`src/rtl/kfd_pkg.sv`:
```
// ----------------------------------------------------------------------------
// kfd_pkg
// Shared types and constants of the KISS frame decoder.
// ----------------------------------------------------------------------------
package kfd_pkg;

   localparam int BYTE_W = 8;
   localparam int LEN_W  = 11;
   localparam int ADDR_W = 3;

   // largest payload the block will ever accept, whatever the limit register says
   localparam int MAX_PAYLOAD = 1024;
   localparam logic [LEN_W-1:0] LIMIT_CEIL =
      (MAX_PAYLOAD > (2**LEN_W - 1)) ? {LEN_W{1'b1}} : LEN_W'(MAX_PAYLOAD);

   // highest plain command code, and the extra code accepted beside it
   localparam logic [BYTE_W-1:0] CMD_MAX   = 8'h06;
   localparam logic [BYTE_W-1:0] CMD_EXTRA = 8'hFF;
   localparam logic [BYTE_W-1:0] BYTE_ZERO = 8'h00;

   // register indexes
   localparam logic [ADDR_W-1:0] CSR_FRAME_END   = 3'd0;
   localparam logic [ADDR_W-1:0] CSR_ESCAPE      = 3'd1;
   localparam logic [ADDR_W-1:0] CSR_ESC_END     = 3'd2;
   localparam logic [ADDR_W-1:0] CSR_ESC_ESCAPE  = 3'd3;
   localparam logic [ADDR_W-1:0] CSR_LIMIT       = 3'd4;

   // register reset values
   localparam logic [BYTE_W-1:0] RST_FRAME_END  = 8'hC0;
   localparam logic [BYTE_W-1:0] RST_ESCAPE     = 8'hDB;
   localparam logic [BYTE_W-1:0] RST_ESC_END    = 8'hDC;
   localparam logic [BYTE_W-1:0] RST_ESC_ESCAPE = 8'hDD;
   localparam logic [LEN_W-1:0]  RST_LIMIT      = 11'd1024;

   typedef enum logic [2:0] {
      PH_WAIT = 3'b001,
      PH_CMD  = 3'b010,
      PH_BODY = 3'b100
   } phase_type;

   typedef enum logic [2:0] {
      KIND_DATA     = 3'd0,
      KIND_DONE     = 3'd1,
      KIND_BADCMD   = 3'd2,
      KIND_EMPTY    = 3'd3,
      KIND_BADESC   = 3'd4,
      KIND_OVERFLOW = 3'd5
   } kind_type;

   typedef struct packed {
      logic [BYTE_W-1:0] frame_end;
      logic [BYTE_W-1:0] escape;
      logic [BYTE_W-1:0] esc_end;
      logic [BYTE_W-1:0] esc_escape;
      logic [LEN_W-1:0]  limit;
   } cfg_type;

   typedef struct packed {
      phase_type         phase;
      logic              esc_pending;
      logic [BYTE_W-1:0] command;
      logic [LEN_W-1:0]  count;
   } state_type;

   typedef struct packed {
      logic              valid;
      kind_type          kind;
      logic [BYTE_W-1:0] payload;
      logic [BYTE_W-1:0] command;
      logic [LEN_W-1:0]  length;
   } result_type;

endpackage

```
`src/rtl/kiss_frame_decoder_top.sv`:
```
// ----------------------------------------------------------------------------
// kiss_frame_decoder_top
// KISS deframer: raw serial bytes in, un-escaped payload and frame events out.
// ----------------------------------------------------------------------------
// One raw byte is taken per clock cycle, back to back without a gap: the
// decoder state is updated in the cycle of the transfer and the result, when
// the byte produces one, appears in the result register on the next cycle.
// req_tready stays high while that register is empty or being taken, so the
// sustained rate is one byte per cycle as long as the result side keeps up.
// Frame delimiting, escape codes and the payload limit are set through the
// csr write port while no byte is in flight; the block does not enforce
// this, the user must keep to it. The limit is capped at the package maximum payload.
module kiss_frame_decoder_top (
   input  logic                        clock,
   input  logic                        reset,
   input  logic                        req_tvalid,
   output logic                        req_tready,
   input  logic [7:0]                  req_tdata,   // [7:0] in_byte
   output logic                        rsp_tvalid,
   input  logic                        rsp_tready,
   output logic [31:0]                 rsp_tdata,   // [7:0] payload_byte, [15:8] command,
                                                    // [26:16] frame_length, rest zero
   output logic [2:0]                  rsp_tuser,   // [2:0] kind
   input  logic                        csr_we,
   input  logic [kfd_pkg::ADDR_W-1:0]  csr_addr,
   input  logic [kfd_pkg::LEN_W-1:0]   csr_wdata
);

   kfd_pkg::cfg_type    cfg_ff;
   kfd_pkg::state_type  state_ff;
   kfd_pkg::state_type  state_in;
   kfd_pkg::result_type result_in;
   logic                rsp_valid_ff;
   kfd_pkg::kind_type   kind_ff;
   logic [7:0]          payload_ff;
   logic [7:0]          command_ff;
   logic [10:0]         length_ff;
   logic                req_accept;

   assign req_tready = !rsp_valid_ff || rsp_tready;
   assign req_accept = req_tvalid && req_tready;

   kfd_step u_step (
      .cfg        (cfg_ff),
      .state      (state_ff),
      .in_byte    (req_tdata),
      .state_next (state_in),
      .result     (result_in)
   );

   always_ff @(posedge clock) begin
      if (reset) begin
         cfg_ff.frame_end  <= kfd_pkg::RST_FRAME_END;
         cfg_ff.escape     <= kfd_pkg::RST_ESCAPE;
         cfg_ff.esc_end    <= kfd_pkg::RST_ESC_END;
         cfg_ff.esc_escape <= kfd_pkg::RST_ESC_ESCAPE;
         cfg_ff.limit      <= kfd_pkg::RST_LIMIT;
      end else if (csr_we) begin
         case (csr_addr)
            kfd_pkg::CSR_FRAME_END:  cfg_ff.frame_end  <= csr_wdata[7:0];
            kfd_pkg::CSR_ESCAPE:     cfg_ff.escape     <= csr_wdata[7:0];
            kfd_pkg::CSR_ESC_END:    cfg_ff.esc_end    <= csr_wdata[7:0];
            kfd_pkg::CSR_ESC_ESCAPE: cfg_ff.esc_escape <= csr_wdata[7:0];
            kfd_pkg::CSR_LIMIT:      cfg_ff.limit      <= csr_wdata;
            default: ;
         endcase
      end
   end

   always_ff @(posedge clock) begin
      if (reset) begin
         state_ff.phase       <= kfd_pkg::PH_WAIT;
         state_ff.esc_pending <= 1'b0;
         state_ff.command     <= '0;
         state_ff.count       <= '0;
         rsp_valid_ff         <= 1'b0;
      end else if (req_accept) begin
         state_ff     <= state_in;
         rsp_valid_ff <= result_in.valid;
      end else if (rsp_tready) begin
         rsp_valid_ff <= 1'b0;
      end
   end

   // result payload, loaded on every transfer that produces a result
   always_ff @(posedge clock) begin
      if (req_accept && result_in.valid) begin
         kind_ff    <= result_in.kind;
         payload_ff <= result_in.payload;
         command_ff <= result_in.command;
         length_ff  <= result_in.length;
      end
   end

   assign rsp_tvalid = rsp_valid_ff;
   assign rsp_tdata  = {5'b0, length_ff, command_ff, payload_ff};
   assign rsp_tuser  = kind_ff;

endmodule

```
`src/rtl/kfd_step.sv`:
```
// ----------------------------------------------------------------------------
// kfd_step
// Per-byte deframing decision: next decoder state and the result, if any.
// ----------------------------------------------------------------------------
module kfd_step (
   input  kfd_pkg::cfg_type           cfg,
   input  kfd_pkg::state_type         state,
   input  logic [kfd_pkg::BYTE_W-1:0] in_byte,
   output kfd_pkg::state_type         state_next,
   output kfd_pkg::result_type        result
);

   logic [kfd_pkg::LEN_W-1:0]  limit;
   logic [kfd_pkg::BYTE_W-1:0] data_byte;
   logic                       bad_escape;
   logic                       esc_start;

   assign limit = (cfg.limit < kfd_pkg::LIMIT_CEIL) ? cfg.limit : kfd_pkg::LIMIT_CEIL;

   always_comb begin
      state_next     = state;
      result         = '0;
      result.kind    = kfd_pkg::KIND_DATA;
      result.command = state.command;
      data_byte      = in_byte;
      bad_escape     = 1'b0;
      esc_start      = 1'b0;

      case (state.phase)
         kfd_pkg::PH_CMD: begin
            if (in_byte <= kfd_pkg::CMD_MAX || in_byte == kfd_pkg::CMD_EXTRA) begin
               state_next.command     = in_byte;
               state_next.count       = '0;
               state_next.esc_pending = 1'b0;
               state_next.phase       = kfd_pkg::PH_BODY;
            end else begin
               state_next.phase       = kfd_pkg::PH_WAIT;
               state_next.esc_pending = 1'b0;
               state_next.count       = '0;
               result.valid           = 1'b1;
               result.kind            = kfd_pkg::KIND_BADCMD;
               result.command         = in_byte;
            end
         end

         kfd_pkg::PH_BODY: begin
            if (in_byte == cfg.frame_end) begin
               result.valid  = 1'b1;
               result.length = state.count;
               state_next.esc_pending = 1'b0;
               state_next.count       = '0;
               if (state.esc_pending) begin
                  // the frame-end still opens the next frame
                  state_next.phase = kfd_pkg::PH_CMD;
                  result.kind      = kfd_pkg::KIND_BADESC;
               end else if (state.count == '0) begin
                  state_next.phase = kfd_pkg::PH_WAIT;
                  result.kind      = kfd_pkg::KIND_EMPTY;
               end else begin
                  state_next.phase = kfd_pkg::PH_CMD;
                  result.kind      = kfd_pkg::KIND_DONE;
               end
            end else begin
               if (state.esc_pending) begin
                  state_next.esc_pending = 1'b0;
                  if (in_byte == cfg.esc_end) begin
                     data_byte = cfg.frame_end;
                  end else if (in_byte == cfg.esc_escape) begin
                     data_byte = cfg.escape;
                  end else begin
                     bad_escape = 1'b1;
                  end
               end else if (in_byte == cfg.escape) begin
                  esc_start = 1'b1;
               end

               if (esc_start) begin
                  state_next.esc_pending = 1'b1;
               end else if (bad_escape || state.count >= limit) begin
                  state_next.phase       = kfd_pkg::PH_WAIT;
                  state_next.esc_pending = 1'b0;
                  state_next.count       = '0;
                  result.valid           = 1'b1;
                  result.kind            = bad_escape ? kfd_pkg::KIND_BADESC
                                                      : kfd_pkg::KIND_OVERFLOW;
                  result.length          = state.count;
               end else begin
                  state_next.count = state.count + 1'b1;
                  result.valid     = 1'b1;
                  result.kind      = kfd_pkg::KIND_DATA;
                  result.payload   = data_byte;
                  result.length    = state.count + 1'b1;
               end
            end
         end

         default: begin
            // waiting for a frame-end
            if (in_byte == cfg.frame_end) begin
               state_next.phase       = kfd_pkg::PH_CMD;
               state_next.esc_pending = 1'b0;
               state_next.count       = '0;
            end else begin
               state_next.phase       = kfd_pkg::PH_WAIT;
            end
         end
      endcase

      if (result.kind != kfd_pkg::KIND_DATA) begin
         result.payload = kfd_pkg::BYTE_ZERO;
      end
   end

endmodule

```
`config.mk`:
```
export PLATFORM = sky130hd
export DESIGN_NAME = kiss_frame_decoder_top
export DESIGN_NICKNAME = d
export VERILOG_FILES = /design/src/rtl/kfd_pkg.sv /design/src/rtl/kiss_frame_decoder_top.sv /design/src/rtl/kfd_step.sv
export SDC_FILE = /design/constraint.sdc
export NUM_CORES = 1
export LEC_CHECK = 0
export BUFFER_PORTS_ARGS = -buffer_cell sky130_fd_sc_hd__buf_2
export CAP_MARGIN = 15
export CORE_MARGIN = 2
export CORE_UTILIZATION = 50
export CTS_CLUSTER_SIZE = 20
export DETAILED_ROUTE_END_ITERATION = 8
export HOLD_SLACK_MARGIN = 0.03
export PLACE_DENSITY = 0.69
export RECOVER_POWER = 50
export SLEW_MARGIN = 30
export SYNTH_ARGS = -nofsm -noshare
export SYNTH_HDL_FRONTEND = slang
export SYNTH_HIERARCHICAL = 1
export SYNTH_SLANG_ARGS = --single-unit
```
`constraint.sdc`:
```
create_clock -name clock -period 4.25 [get_ports clock]
set_input_delay 0.85 -clock clock [delete_from_list [all_inputs] [get_ports clock]]
set_output_delay 0.85 -clock clock [all_outputs]
set_load 0.02 [all_outputs]
```
; ---- Word level (Yosys, flattened, before mapping)
; Index checks and enable logic that the tools add are counted.
; Widths: inputs -> output; s select.
[word_totals]
regBits = 97
latchBits = 0
ramBits = 0
romBits = 0
inputBits = 27
output_inout_bits = 37
mem_count = 0
[op_classes]
n_addsub = 1
multipliers = 0
n_div = 0
order_cmp = 3
eq_ne = 13
shifts = 0
muxes = 44
bitwise_logic = 1
reduce_logical = 21
[ops]
columns = operator, n
row1 = $mux 11, 8
row2 = $mux 8, 6
row3 = $eq 8x8->1, 4
row4 = $pmux 11 s2, 1
row5 = $mux 4, 5
row6 = $pmux 4 s2, 2
row7 = $mux 1, 14
row8 = $mux 12, 1
row9 = $mux 3, 4
row10 = $reduce_and 2->1, 6
row11 = $add 11x1->11 const B, 1
row12 = $ge 11x11->1, 1
row13 = $logic_not 11->1, 1
row14 = $lt 11x11->1 const B, 1
row15 = $eq 3x2->1 const B, 3
row16 = $reduce_and 3->1, 3
row17 = $eq 8x8->1 const B, 1
row18 = $le 8x3->1 const B, 1
row19 = $eq 3x3->1 const B, 2
row20 = $mux 2, 3
row21 = $reduce_bool 3->1, 2
row22 = $reduce_or 5->1, 1
row23 = $eq 3x1->1 const B, 1
row24 = $logic_not 3->1, 1
row25 = 7 further kinds, 10

; ---- Logic depth before layout (Yosys ltp)
; Gate-level depths: netlist (run 1).
[depth]
depth_word = 13
mapped_depth = 15
mapped_depth_nobuf = 13

; ---- By module
; The synthesis (run 1) kept the hierarchy.
[by_module_without_submodules]
columns = mod, instances, cells_per_inst, area_each_um2, seq_area_each_um2
row1 = kiss_frame_decoder_top, 1, 315, 3595.9, 2242.2
row2 = kfd_step, 1, 297, 2045.7, 0.0

; ---- Worst setup path before layout (run 1)
; Ideal clock, no wire load.
[synth_timing]
kind = in2reg
start = input port req_tdata[1]
end = register command_ff[0] (enable)
setup_time_ns = 0.390
arrival_time_ns = 2.991
required_ns = 3.860
slack_ns = 0.870
cell_stages = 9
cell_sequence = buf_4 > xor2_1 > nor4_1 > and2_1 > clkbuf_1 > buf_2 > o21ai_0 > nand2b_1 > and3_1
[synth_rtl]
columns = item, line
row1 = start: declaration, kiss_frame_decoder_top.sv:18  ; input logic [7:0] req_tdata,
row2 = end signal: assignment, kiss_frame_decoder_top.sv:90  ; command_ff <= result_in.command;
row3 = end: declaration, kiss_frame_decoder_top.sv:36  ; logic [7:0] command_ff;

==> run_results.csv, run 1 <==
group,metric,value,unit
sta,worst_slew_pin_slew,1770,ps
logic_synthesis,synth.top_cells.by_count,"dfxtp_1 (67), nand2_1 (51), a21oi_1 (38), nand2b_1 (38), nor2_1 (38)",
routing,totalWireLength,13900,µm
power_and_ir_drop,ir_worst_vdd,0.000235,V
routing,drt_iter0_drc,322,
clock_network,cts_tree,"yes",
critical_path,criticalPathCategory,"in2reg",
critical_path,worst_ep_required_time,4490,ps
routing,drcViolationCount,0,
global_route,grt_pass1_wl,22700,µm
finish,area_growth,7.36,%
power_and_ir_drop,powerDensity,307,nW/µm²
sta,final_hold_viol_count,0,
clock_network,clk_latency,360,ps
floorplanning,die_w,110,µm
logic_synthesis,yosysTopAreaCellShare,23.8,%
logic_synthesis,synth_area_per_cell,9.22,µm²
finish,drive_gt1_share,11.9,%
global_route,grt.total_usage,24.4,%
logic_synthesis,synth-edff-count,30,
floorplanning,die_h,110,µm
outcome,outcome,"finished with violations",
global_route,antenna_found_initial,0,
sta,rsz0062_at_grt,"no",
logic_synthesis,yosysSeqAreaShare,39.7,%
sta,final.min_clock_period,3390,ps
place,hpwl,9670,µm
routing,postRouteAntennaNets,0,
logic_synthesis,ys_warn_count,6,
critical_path,crit_buf_inv,2,
sta,setup_viol,0,
floorplanning,dieArea,12100,µm²
floorplanning,initial_core_util,51.6,%
floorplanning,ios,64,
routing,via_count,4703,
global_route,grt_max_degree,44,
routing,viasPerCell,6.05,
finish,fin_nets,673,
logic_synthesis,syn_inst,612,
sta,drv_slew,87,
clock_network,cts.path.max_buffers,2,
critical_path,path_delay_family,"buffers and inverters",
floorplanning,coreArea,10900,µm²
logic_synthesis,syn_area,5640,µm²
critical_path,arrival,3630,ps
clock_network,cts.sinks,97,
sta,fin_skew,8.52,ps
global_route,grt-ovfl-total,0,
critical_path,crit_path_max_incr_delay,1250,ps
sta,fmax,295,MHz
clock_network,cts.clk_slew.worst_paths,60,ps
clock_network,post-cts-setup-buffers,0,
clock_network,ctsResizeCount,0,
finish,fin_area,6060,µm²
run,max-cap-violations,2,
worst_hold_path,hold_class,"reg2reg",
place,portBuffers,58,
global_route,grt_pass1_vias,4322,
logic_synthesis,yosysTopAreaCell,"dfxtp_1",
routing,first_pass_iters,5,
place,gp_congestion,0.891,
critical_path,cp-start-kind,"input port",
outcome,violations,"max-capacitance violations, max-slew violations",
routing,wl_per_cell,17.9,µm
critical_path,crit_slowest_cell,"clkbuf_1",
finish,n_antenna_cell,0,
logic_synthesis,synth-seq-cells,97,
sta,setup_tns,0,ps
sta,relSlewSlack,-18.3,%
logic_synthesis,yosysMostFrequentCell,"dfxtp_1",
critical_path,cp_cell_sequence,"clkbuf_1 -> clkbuf_1 -> nand4b_1 -> o21ai_1",
place,place_area,5830,µm²
clock_network,cts_buffers,9,
logic_synthesis,yosysUniqueCellTypes,64,
clock_network,ctsHoldBuffers,0,
logic_synthesis,ys.flop_type,"dfxtp_1",
clock_network,cts_root_buf,"clkbuf_16",
critical_path,critPathMostFrequentCell,"clkbuf_1",
floorplanning,rows,38,
logic_synthesis,synthTopCellsByArea,"dfxtp_1 (24%), edfxtp_1 (16%), nand2b_1 (4.2%)",
logic_synthesis,async_flop_share,0,%
critical_path,critPathCaptureType,"flop",
clock_network,htreeDepth,3,
power_and_ir_drop,leakagePower,2.17,nW
critical_path,critPathMaxFanout,43,
sta,fin_crit_sh,79.8,%
## report_power, final
group	leakage (nW)	switching (mW)	internal (mW)	total (mW)
clock network	0.136	0.360	0.416	0.776
registers	0.863	0.00843	0.957	0.965
logic	1.17	0.0775	0.0438	0.121
## through the flow
step	worst slack (ps)	std cells	util, %	power, mW	hold slack (ps)
4_1_cts	1030	777	55.9	1.88	461
2_1_floorplan	870	616	-	1.08	432
3_5_place_dp	782	761	53.3	1.11	452
5_1_grt	589	777	55.4	1.93	477
6_report	858	777	55.4	1.86	458
3_3_place_gp	787	761	53.2	1.10	442
## area by class of cell
cell class,instances,area [µm²]
multi-input combinational,452,3040
sequential,97,2240
clock inverter,5,38.8
clock buffer,11,243
tap,140,175
timing repair buffer,64,284
inverter,8,30.0
fill,1035,4880
## worst min-delay path: cells and delay by family (launching register included)
kind,cells,cell delay [ps]
DFF,1,310
AOI/OAI and AO/OA,1,50
and+or+nand+nor,1,50
## placed cells by master (no fill, tap or decap), types with 13 or more instances in the layout
master,instances
nor3_1,22
clkbuf_1,36
ha_1,14
xor2_1,24
nand4b_1,22
a21o_1,13
nand2b_1,38
nand2_1,51
dfxtp_1,67
edfxtp_1,30
a21oi_1,38
mux2i_1,14
nor2_1,38
buf_2,26
o21ai_1,19
## cells by family (layout without fill, tap and decap cells)
logic type | after synthesis | in the layout | synth area share, %
other cells | 1 | 5 | 0.0665
buf+inv | 67 | 88 | 6.74
fa+ha+maj | 14 | 14 | 3.10
flops | 97 | 97 | 39.7
mux | 25 | 25 | 4.68
simple gates | 238 | 238 | 24.4
xor+xnor | 32 | 32 | 4.97
compound gates | 138 | 138 | 16.3
## sequential cells by signal, indices dropped and copies added, names as in the netlist
register and flops:
rsp_tuser 3, payload_ff 8, state_ff 23, rsp_tvalid 1, length_ff 11, cfg_ff 43
command_ff 8
## metal layers
metal  track usage (%)  share of wire [%]
met3              3.94                5.6
met1              34.8                 48
met4              10.1                2.0
met5                 0                  0
met2              36.7                 44
## worst paths after layout
check	startpoint	endpoint	slack, ps	cells past startpoint
max	reset	state_ff[9]	860	4
min	cfg_ff[2]	cfg_ff[2]	460	2
max reg2reg	cfg_ff[10]	state_ff[5]	980	11
min reg2reg	cfg_ff[2]	cfg_ff[2]	460	2
Power figures use the tool's default switching activity.
==> inputs of run 2 (changes only) <==
Settings changed: ABC_AREA from default to 1.
Clock period 4.25 ns to 3.54 ns, I/O delays scaled along.
==> run 2 against run 1 <==
Compared with the run above: critical path type unchanged; count of clock-buffer cells in the layout grew 2; global-route usage down 1.3 points; first-iteration DRC count up 14%; power up 39%; the run now ends clean; sequential share of layout area shrank 1.8 points.
==> run_results.csv, run 2 <==
group,metric,value,unit
outcome,outcome,"complete, no violations",
critical_path,path_delay_family,"simple AND/OR/NAND/NOR gates",
routing,drt_iter0_drc,368,
finish,regMostFlops,"cfg_ff",
clock_network,ctsResizeCount,0,
routing,postRouteAntennaNets,0,
critical_path,worst_ep_required_time,3550,ps
finish,area_growth,8.80,%
critical_path,arrival,2580,ps
clock_network,htreeDepth,3,
power_and_ir_drop,power_frac_clock,39.8,%
power_and_ir_drop,leakagePower,3.07,nW
power_and_ir_drop,switching_power,0.681,mW
logic_synthesis,synth-edff-count,30,
power_and_ir_drop,p_comb_share,13.3,%
clock_network,cts.clk_slew.worst_paths,60,ps
logic_synthesis,async_flop_share,0,%
critical_path,cp_cell_sequence,"clkbuf_1 -> nand3_1 -> nand4_1 -> nand2_1 -> inv_1 -> nand2_1 -> nand2_1 -> inv_1 -> nor2_2 -> buf_4",
critical_path,critPathCaptureType,"flop",
routing,first_pass_iters,5,
finish,final.fill_count,1153,
sta,drv_slew,0,
logic_synthesis,syn_area,5860,µm²
place,gp_congestion,0.926,
floorplanning,initial_core_util,51.3,%
clock_network,cts_tree,"yes",
finish,largestRegisters,"cfg_ff (43), state_ff (23), length_ff (11)",
power_and_ir_drop,p_sw_share,26.2,%
floorplanning,rows,39,
logic_synthesis,yosysUniqueCellTypes,44,
sta,fin_skew,7.50,ps
logic_synthesis,syn_inst,810,
critical_path,critPathMostFrequentCell,"nand2_1",
worst_hold_path,hold_class,"reg2reg",
clock_network,clk_latency,350,ps
floorplanning,die_h,112,µm
run,max-cap-violations,0,
floorplanning,die_w,112,µm
clock_network,cts.path.max_buffers,2,
power_and_ir_drop,seqPwrFrac,46.9,%
floorplanning,ios,64,
power_and_ir_drop,powerDensity,407,nW/µm²
finish,fin_nets,893,
global_route,grt-ovfl-total,0,
power_and_ir_drop,power,2.59,mW
sta,setup_viol,0,
global_route,grt_max_degree,68,
routing,wl_per_cell,14.3,µm
clock_network,cts_buffers,9,
logic_synthesis,synth-seq-cells,97,
logic_synthesis,synthTopCellsByArea,"dfxtp_1 (23%), nand2_1 (16%), edfxtp_1 (15%)",
global_route,grt_pass1_vias,4774,
global_route,grt.total_usage,23.1,%
power_and_ir_drop,ir_worst_vdd,0.000249,V
clock_network,post-cts-setup-buffers,0,
critical_path,cp-start-kind,"input port",
clock_network,cts_root_buf,"clkbuf_16",
routing,totalWireLength,14300,µm
clock_network,ctsHoldBuffers,0,
logic_synthesis,ys_warn_count,6,
critical_path,critPathMaxFanout,30,
logic_synthesis,yosysTopAreaCellShare,22.9,%
sta,final.min_clock_period,2570,ps
clock_network,cts.sinks,97,
global_route,grt_pass1_wl,23100,µm
place,hpwl,10600,µm
logic_synthesis,yosysMostFrequentCell,"nand2_1",
routing,viasPerCell,5.20,
logic_synthesis,yosysSeqAreaShare,38.3,%
logic_synthesis,yosysTopAreaCell,"dfxtp_1",
floorplanning,coreArea,11400,µm²
logic_synthesis,synth.top_cells.by_count,"nand2_1 (245), nor2_1 (105), nand3_1 (80), dfxtp_1 (67), inv_1 (66)",
sta,relSlewSlack,8.97,%
power_and_ir_drop,p_int,1.91,mW
floorplanning,dieArea,12600,µm²
sta,worst_slew_pin_slew,1370,ps
logic_synthesis,ys.flop_type,"dfxtp_1",
sta,fmax,389,MHz
critical_path,crit_slowest_cell,"buf_4",
finish,n_antenna_cell,0,
critical_path,crit_path_max_incr_delay,370,ps
logic_synthesis,synth_area_per_cell,7.23,µm²
finish,final_cell_mix,"nand2_1 (246), nor2_1 (104), nand3_1 (80)",
global_route,antenna_found_initial,0,
sta,final_hold_viol_count,0,
sta,setup_tns,0,ps
sta,fin_crit_sh,72.7,%
routing,via_count,5200,
finish,layout_commonest_cell,"nand2_1",
sta,rsz0062_at_grt,"no",
sta,setup_ws,967,ps
finish,drive_gt1_share,12.8,%
critical_path,crit_buf_inv,4,
place,pre_cts_ws,846,ps
finish,largest_reg_flops,43,
place,portBuffers,58,
critical_path,criticalPathCategory,"in2reg",
routing,drcViolationCount,0,
## run 2: cell types whose count changed after synthesis, moves of 20 or more
cell / previous run / this run
nand2_1: 51 / 245
nand3_1: 6 / 80
nor2_1: 38 / 105
inv_1: 7 / 66
nand2b_1: 38 / 0
a21oi_1: 38 / 8
nand3b_1: 0 / 27
nand4b_1: 22 / 0
xor2_1: 24 / 4
## run 2: cell type report
class	instances	area, µm²	area share, %
Sequential cell	97	2240	35.2
Clock inverter	3	47.5	0.746
Inverter	83	327	5.12
Tap cell	143	179	2.81
Multi-Input combinational cell	599	3030	47.5
Clock buffer	13	272	4.26
Timing Repair Buffer	62	278	4.36
## run 2: power groups by stage
stage | Clock (mW) | Combinational [mW] | Sequential (mW)
detailed placement | 0 | 0.342 | 1.24
floorplan | 0 | 0.277 | 1.23
finish | 1.03 | 0.344 | 1.22
CTS | 1.06 | 0.344 | 1.22
global route | 1.10 | 0.387 | 1.22
global placement | 0 | 0.335 | 1.24
## run 2: routing by layer
| metal | part of all wire [%] | vias to the layer above | track usage [%] |
|---|---|---|---|
| li1 | - | 2653 | - |
| met5 | 0 | - | 0 |
| met3 | 6.1 | 27 | 3.46 |
| met1 | 47 | 2345 | 32.2 |
| met4 | 2.7 | 0 | 10.6 |
| met2 | 44 | 175 | 35.5 |
## run 2: tightest hold or removal path, delay by kind of cell (launching register included)
family,cells,cell delay [ps]
flops,1,310
simple gates,2,140
## run 2: cell families (layout without fill, tap and decap cells)
family,after synthesis,count (layout),share of synthesized area [%]
simple gates,508,508,39.8
compound gates,51,51,5.57
other cells,1,5,0.0640
fa+ha+maj,14,14,2.99
buf+inv,118,161,10.2
flops,97,97,38.3
xor+xnor,21,21,3.14
## run 2: worst paths after layout
check | from | end | slack (ps) | depth (start not counted)
worst max-delay path | req_tdata[2] | command_ff[2] | 970 | 10
worst min-delay path | cfg_ff[2] | cfg_ff[2] | 490 | 2
worst max register to register | cfg_ff[10] | state_ff[4] | 990 | 15
worst min register to register | cfg_ff[2] | cfg_ff[2] | 490 | 2
## run 2: stage by stage
stage	hold WS [ps]	area, µm²	util [%]	cells
finish	487	6370	55.8	1000
global route	514	6370	55.8	1000
CTS	488	6420	56.3	1000
detailed placement	477	6100	53.5	984
global placement	467	6100	53.5	984
floorplan	449	5870	-	814
==> inputs of run 3 (changes only) <==
Settings changed: PLACE_DENSITY 0.69 to 0.71.
Clock period 3.54 ns to 2.15 ns, I/O delays scaled along.
==> run 3 against run 2 <==
Compared with the run above: the run now ends with negative setup slack left; power up 62%; count of clock-buffer cells in the layout fell by 3; critical path depth rose by 6; hold slack got worse by 200 ps; worst setup slack got worse by 1100 ps; via count grew 4.6%; sequential power grew 64%; clock power grew 49%; flip-flop and latch count unchanged; critical endpoint is now state_ff[0]; largest cell class unchanged.
==> run_results.csv, run 3 (synthesized netlist as in run 2, its figures left out) <==
group,metric,value,unit
outcome,outcome,"finished with violations",
outcome,violations,"negative setup slack",
finish,largest_reg_flops,43,
routing,via_count,5439,
finish,largestRegisters,"cfg_ff (43), state_ff (23), length_ff (11)",
critical_path,critPathCaptureType,"flop",
floorplanning,coreArea,11400,µm²
floorplanning,ios,64,
sta,fin_crit_sh,105,%
place,hpwl,10400,µm
sta,rsz0062_at_grt,"yes",
clock_network,cts.clk_slew.worst_paths,70,ps
place,portBuffers,58,
power_and_ir_drop,power,4.20,mW
routing,postRouteAntennaNets,0,
floorplanning,rows,39,
routing,totalWireLength,14800,µm
floorplanning,die_w,112,µm
finish,fin_nets,936,
finish,drive_gt1_share,21.7,%
worst_hold_path,hold_path_depth,3,
clock_network,cts_buffers,9,
clock_network,ctsHoldBuffers,0,
global_route,antenna_found_initial,0,
global_route,grt.total_usage,23.6,%
power_and_ir_drop,leakagePower,3.38,nW
critical_path,ff2ff_path_depth,16,
sta,final_hold_viol_count,0,
finish,n_antenna_cell,0,
critical_path,critPathMaxFanout,5,
critical_path,critical_path_depth,16,
critical_path,cp_cell_sequence,"clkinvlp_4 -> buf_6 -> nand2_4 -> ha_4 -> nand2_1 -> o21bai_4 -> a21oi_2 -> nor2_2 -> nand2_4 -> inv_2 -> ha_4 -> nand2_2 -> o21ai_2 -> nand3b_1 -> nand2_1 -> nor2_1",
run,max-cap-violations,0,
place,gp_congestion,0.909,
clock_network,clk_latency,360,ps
clock_network,cts_tree,"yes",
sta,fmax,442,MHz
sta,drv_slew,0,
finish,final_cell_mix,"nand2_1 (232), nor2_1 (106), nand3_1 (78)",
global_route,grt_pass1_wl,24100,µm
sta,relSlewSlack,30.2,%
critical_path,path_delay_family,"simple AND/OR/NAND/NOR gates",
worst_hold_path,hold_class,"in2reg",
routing,first_pass_iters,7,
clock_network,cts_root_buf,"clkbuf_16",
sta,fin_skew,8.73,ps
floorplanning,initial_core_util,51.3,%
routing,drcViolationCount,0,
sta,holdWs,292,ps
floorplanning,die_h,112,µm
clock_network,htreeDepth,3,
global_route,grt_pass1_vias,4846,
critical_path,worst_ep_required_time,2400,ps
critical_path,crit_path_max_incr_delay,370,ps
critical_path,criticalPathCategory,"reg2reg",
sta,setup_viol,22,
sta,worst_slew_pin_slew,1040,ps
critical_path,crit_slowest_cell,"dfxtp_4",
critical_path,cp-start-kind,"flop",
power_and_ir_drop,ir_worst_vdd,0.000511,V
routing,viasPerCell,5.21,
finish,regMostFlops,"cfg_ff",
sta,final.min_clock_period,2260,ps
power_and_ir_drop,powerDensity,610,nW/µm²
sta,setup_ws,-110,ps
global_route,grt-ovfl-total,0,
finish,area_growth,17.7,%
critical_path,arrival,2510,ps
routing,wl_per_cell,14.2,µm
floorplanning,dieArea,12600,µm²
critical_path,crit_buf_inv,3,
finish,layout_commonest_cell,"nand2_1",
routing,drt_iter0_drc,378,
global_route,grt_max_degree,48,
clock_network,cts.sinks,97,
clock_network,cts.path.max_buffers,2,
-- run 3: cell count changes in the layout (fill, tap and decap cells not counted), sizes merged --
cell	change
buf	+51
bufinv	-1
clkbuf	-13
clkinv	+2
clkinvlp	+1
inv	+2
nor2	+1
-- run 3: final timing paths --
path,to,startpoint,slack (ps)
worst max-delay path,state_ff[0],cfg_ff[10],-110
worst min register to register,cfg_ff[0],cfg_ff[0],490
worst max register to register,state_ff[0],cfg_ff[10],-110
worst min-delay path,cfg_ff[28],csr_wdata[1],290
-- run 3: repair_timing --
action                     in CTS  in global routing
cloned                          0                  2
setup endpoints to repair      32                 33
gates resized for setup         2                 50
pin swaps                       1                 19
buffers inserted                0                  4
-- run 3: through the flow --
step | setup slack, ps | instances | instance area [µm²] | TNS (ps) | utilization, %
5_1_grt | -217 | 1043 | 6900 | -4840 | 60.4
3_5_place_dp | -161 | 1021 | 6410 | -2750 | 56.2
2_1_floorplan | 18.0 | 814 | 5880 | 0 | -
6_report | -110 | 1043 | 6900 | -934 | 60.4
4_1_cts | 14.0 | 1037 | 6700 | 0 | 58.7
3_3_place_gp | -51.8 | 1021 | 6410 | -627 | 56.2
-- run 3: power by group --
group | internal, mW | switching, mW
sequential | 1.94 | 0.0558
clock | 0.818 | 0.708
combinational | 0.264 | 0.418
-- run 3: cell type report --
type,count,area (µm²)
fillers,1116,4520
clock buffers,10,239
repair inverters,1,7.51
repair buffers,103,651
inverters,83,329
multi-input cells,600,3200
clock inverters,6,42.5
flip-flops and latches,97,2250
well taps,143,179
-- run 3: metal layers --
layer	vias up	share of wire [%]	routed length [µm]	GRT usage (%)
met1	2490	47	6970	33.5
li1	2754	-	-	-
met4	0	2.0	297	8.94
met3	25	5.6	827	3.67
met2	170	45	6700	36.6
met5	-	0	0	0
-- run 3: tightest hold or removal path, cell delays in order --
cell,delay [ps]
buf_2,90
nand2_1,50
nand3_1,50
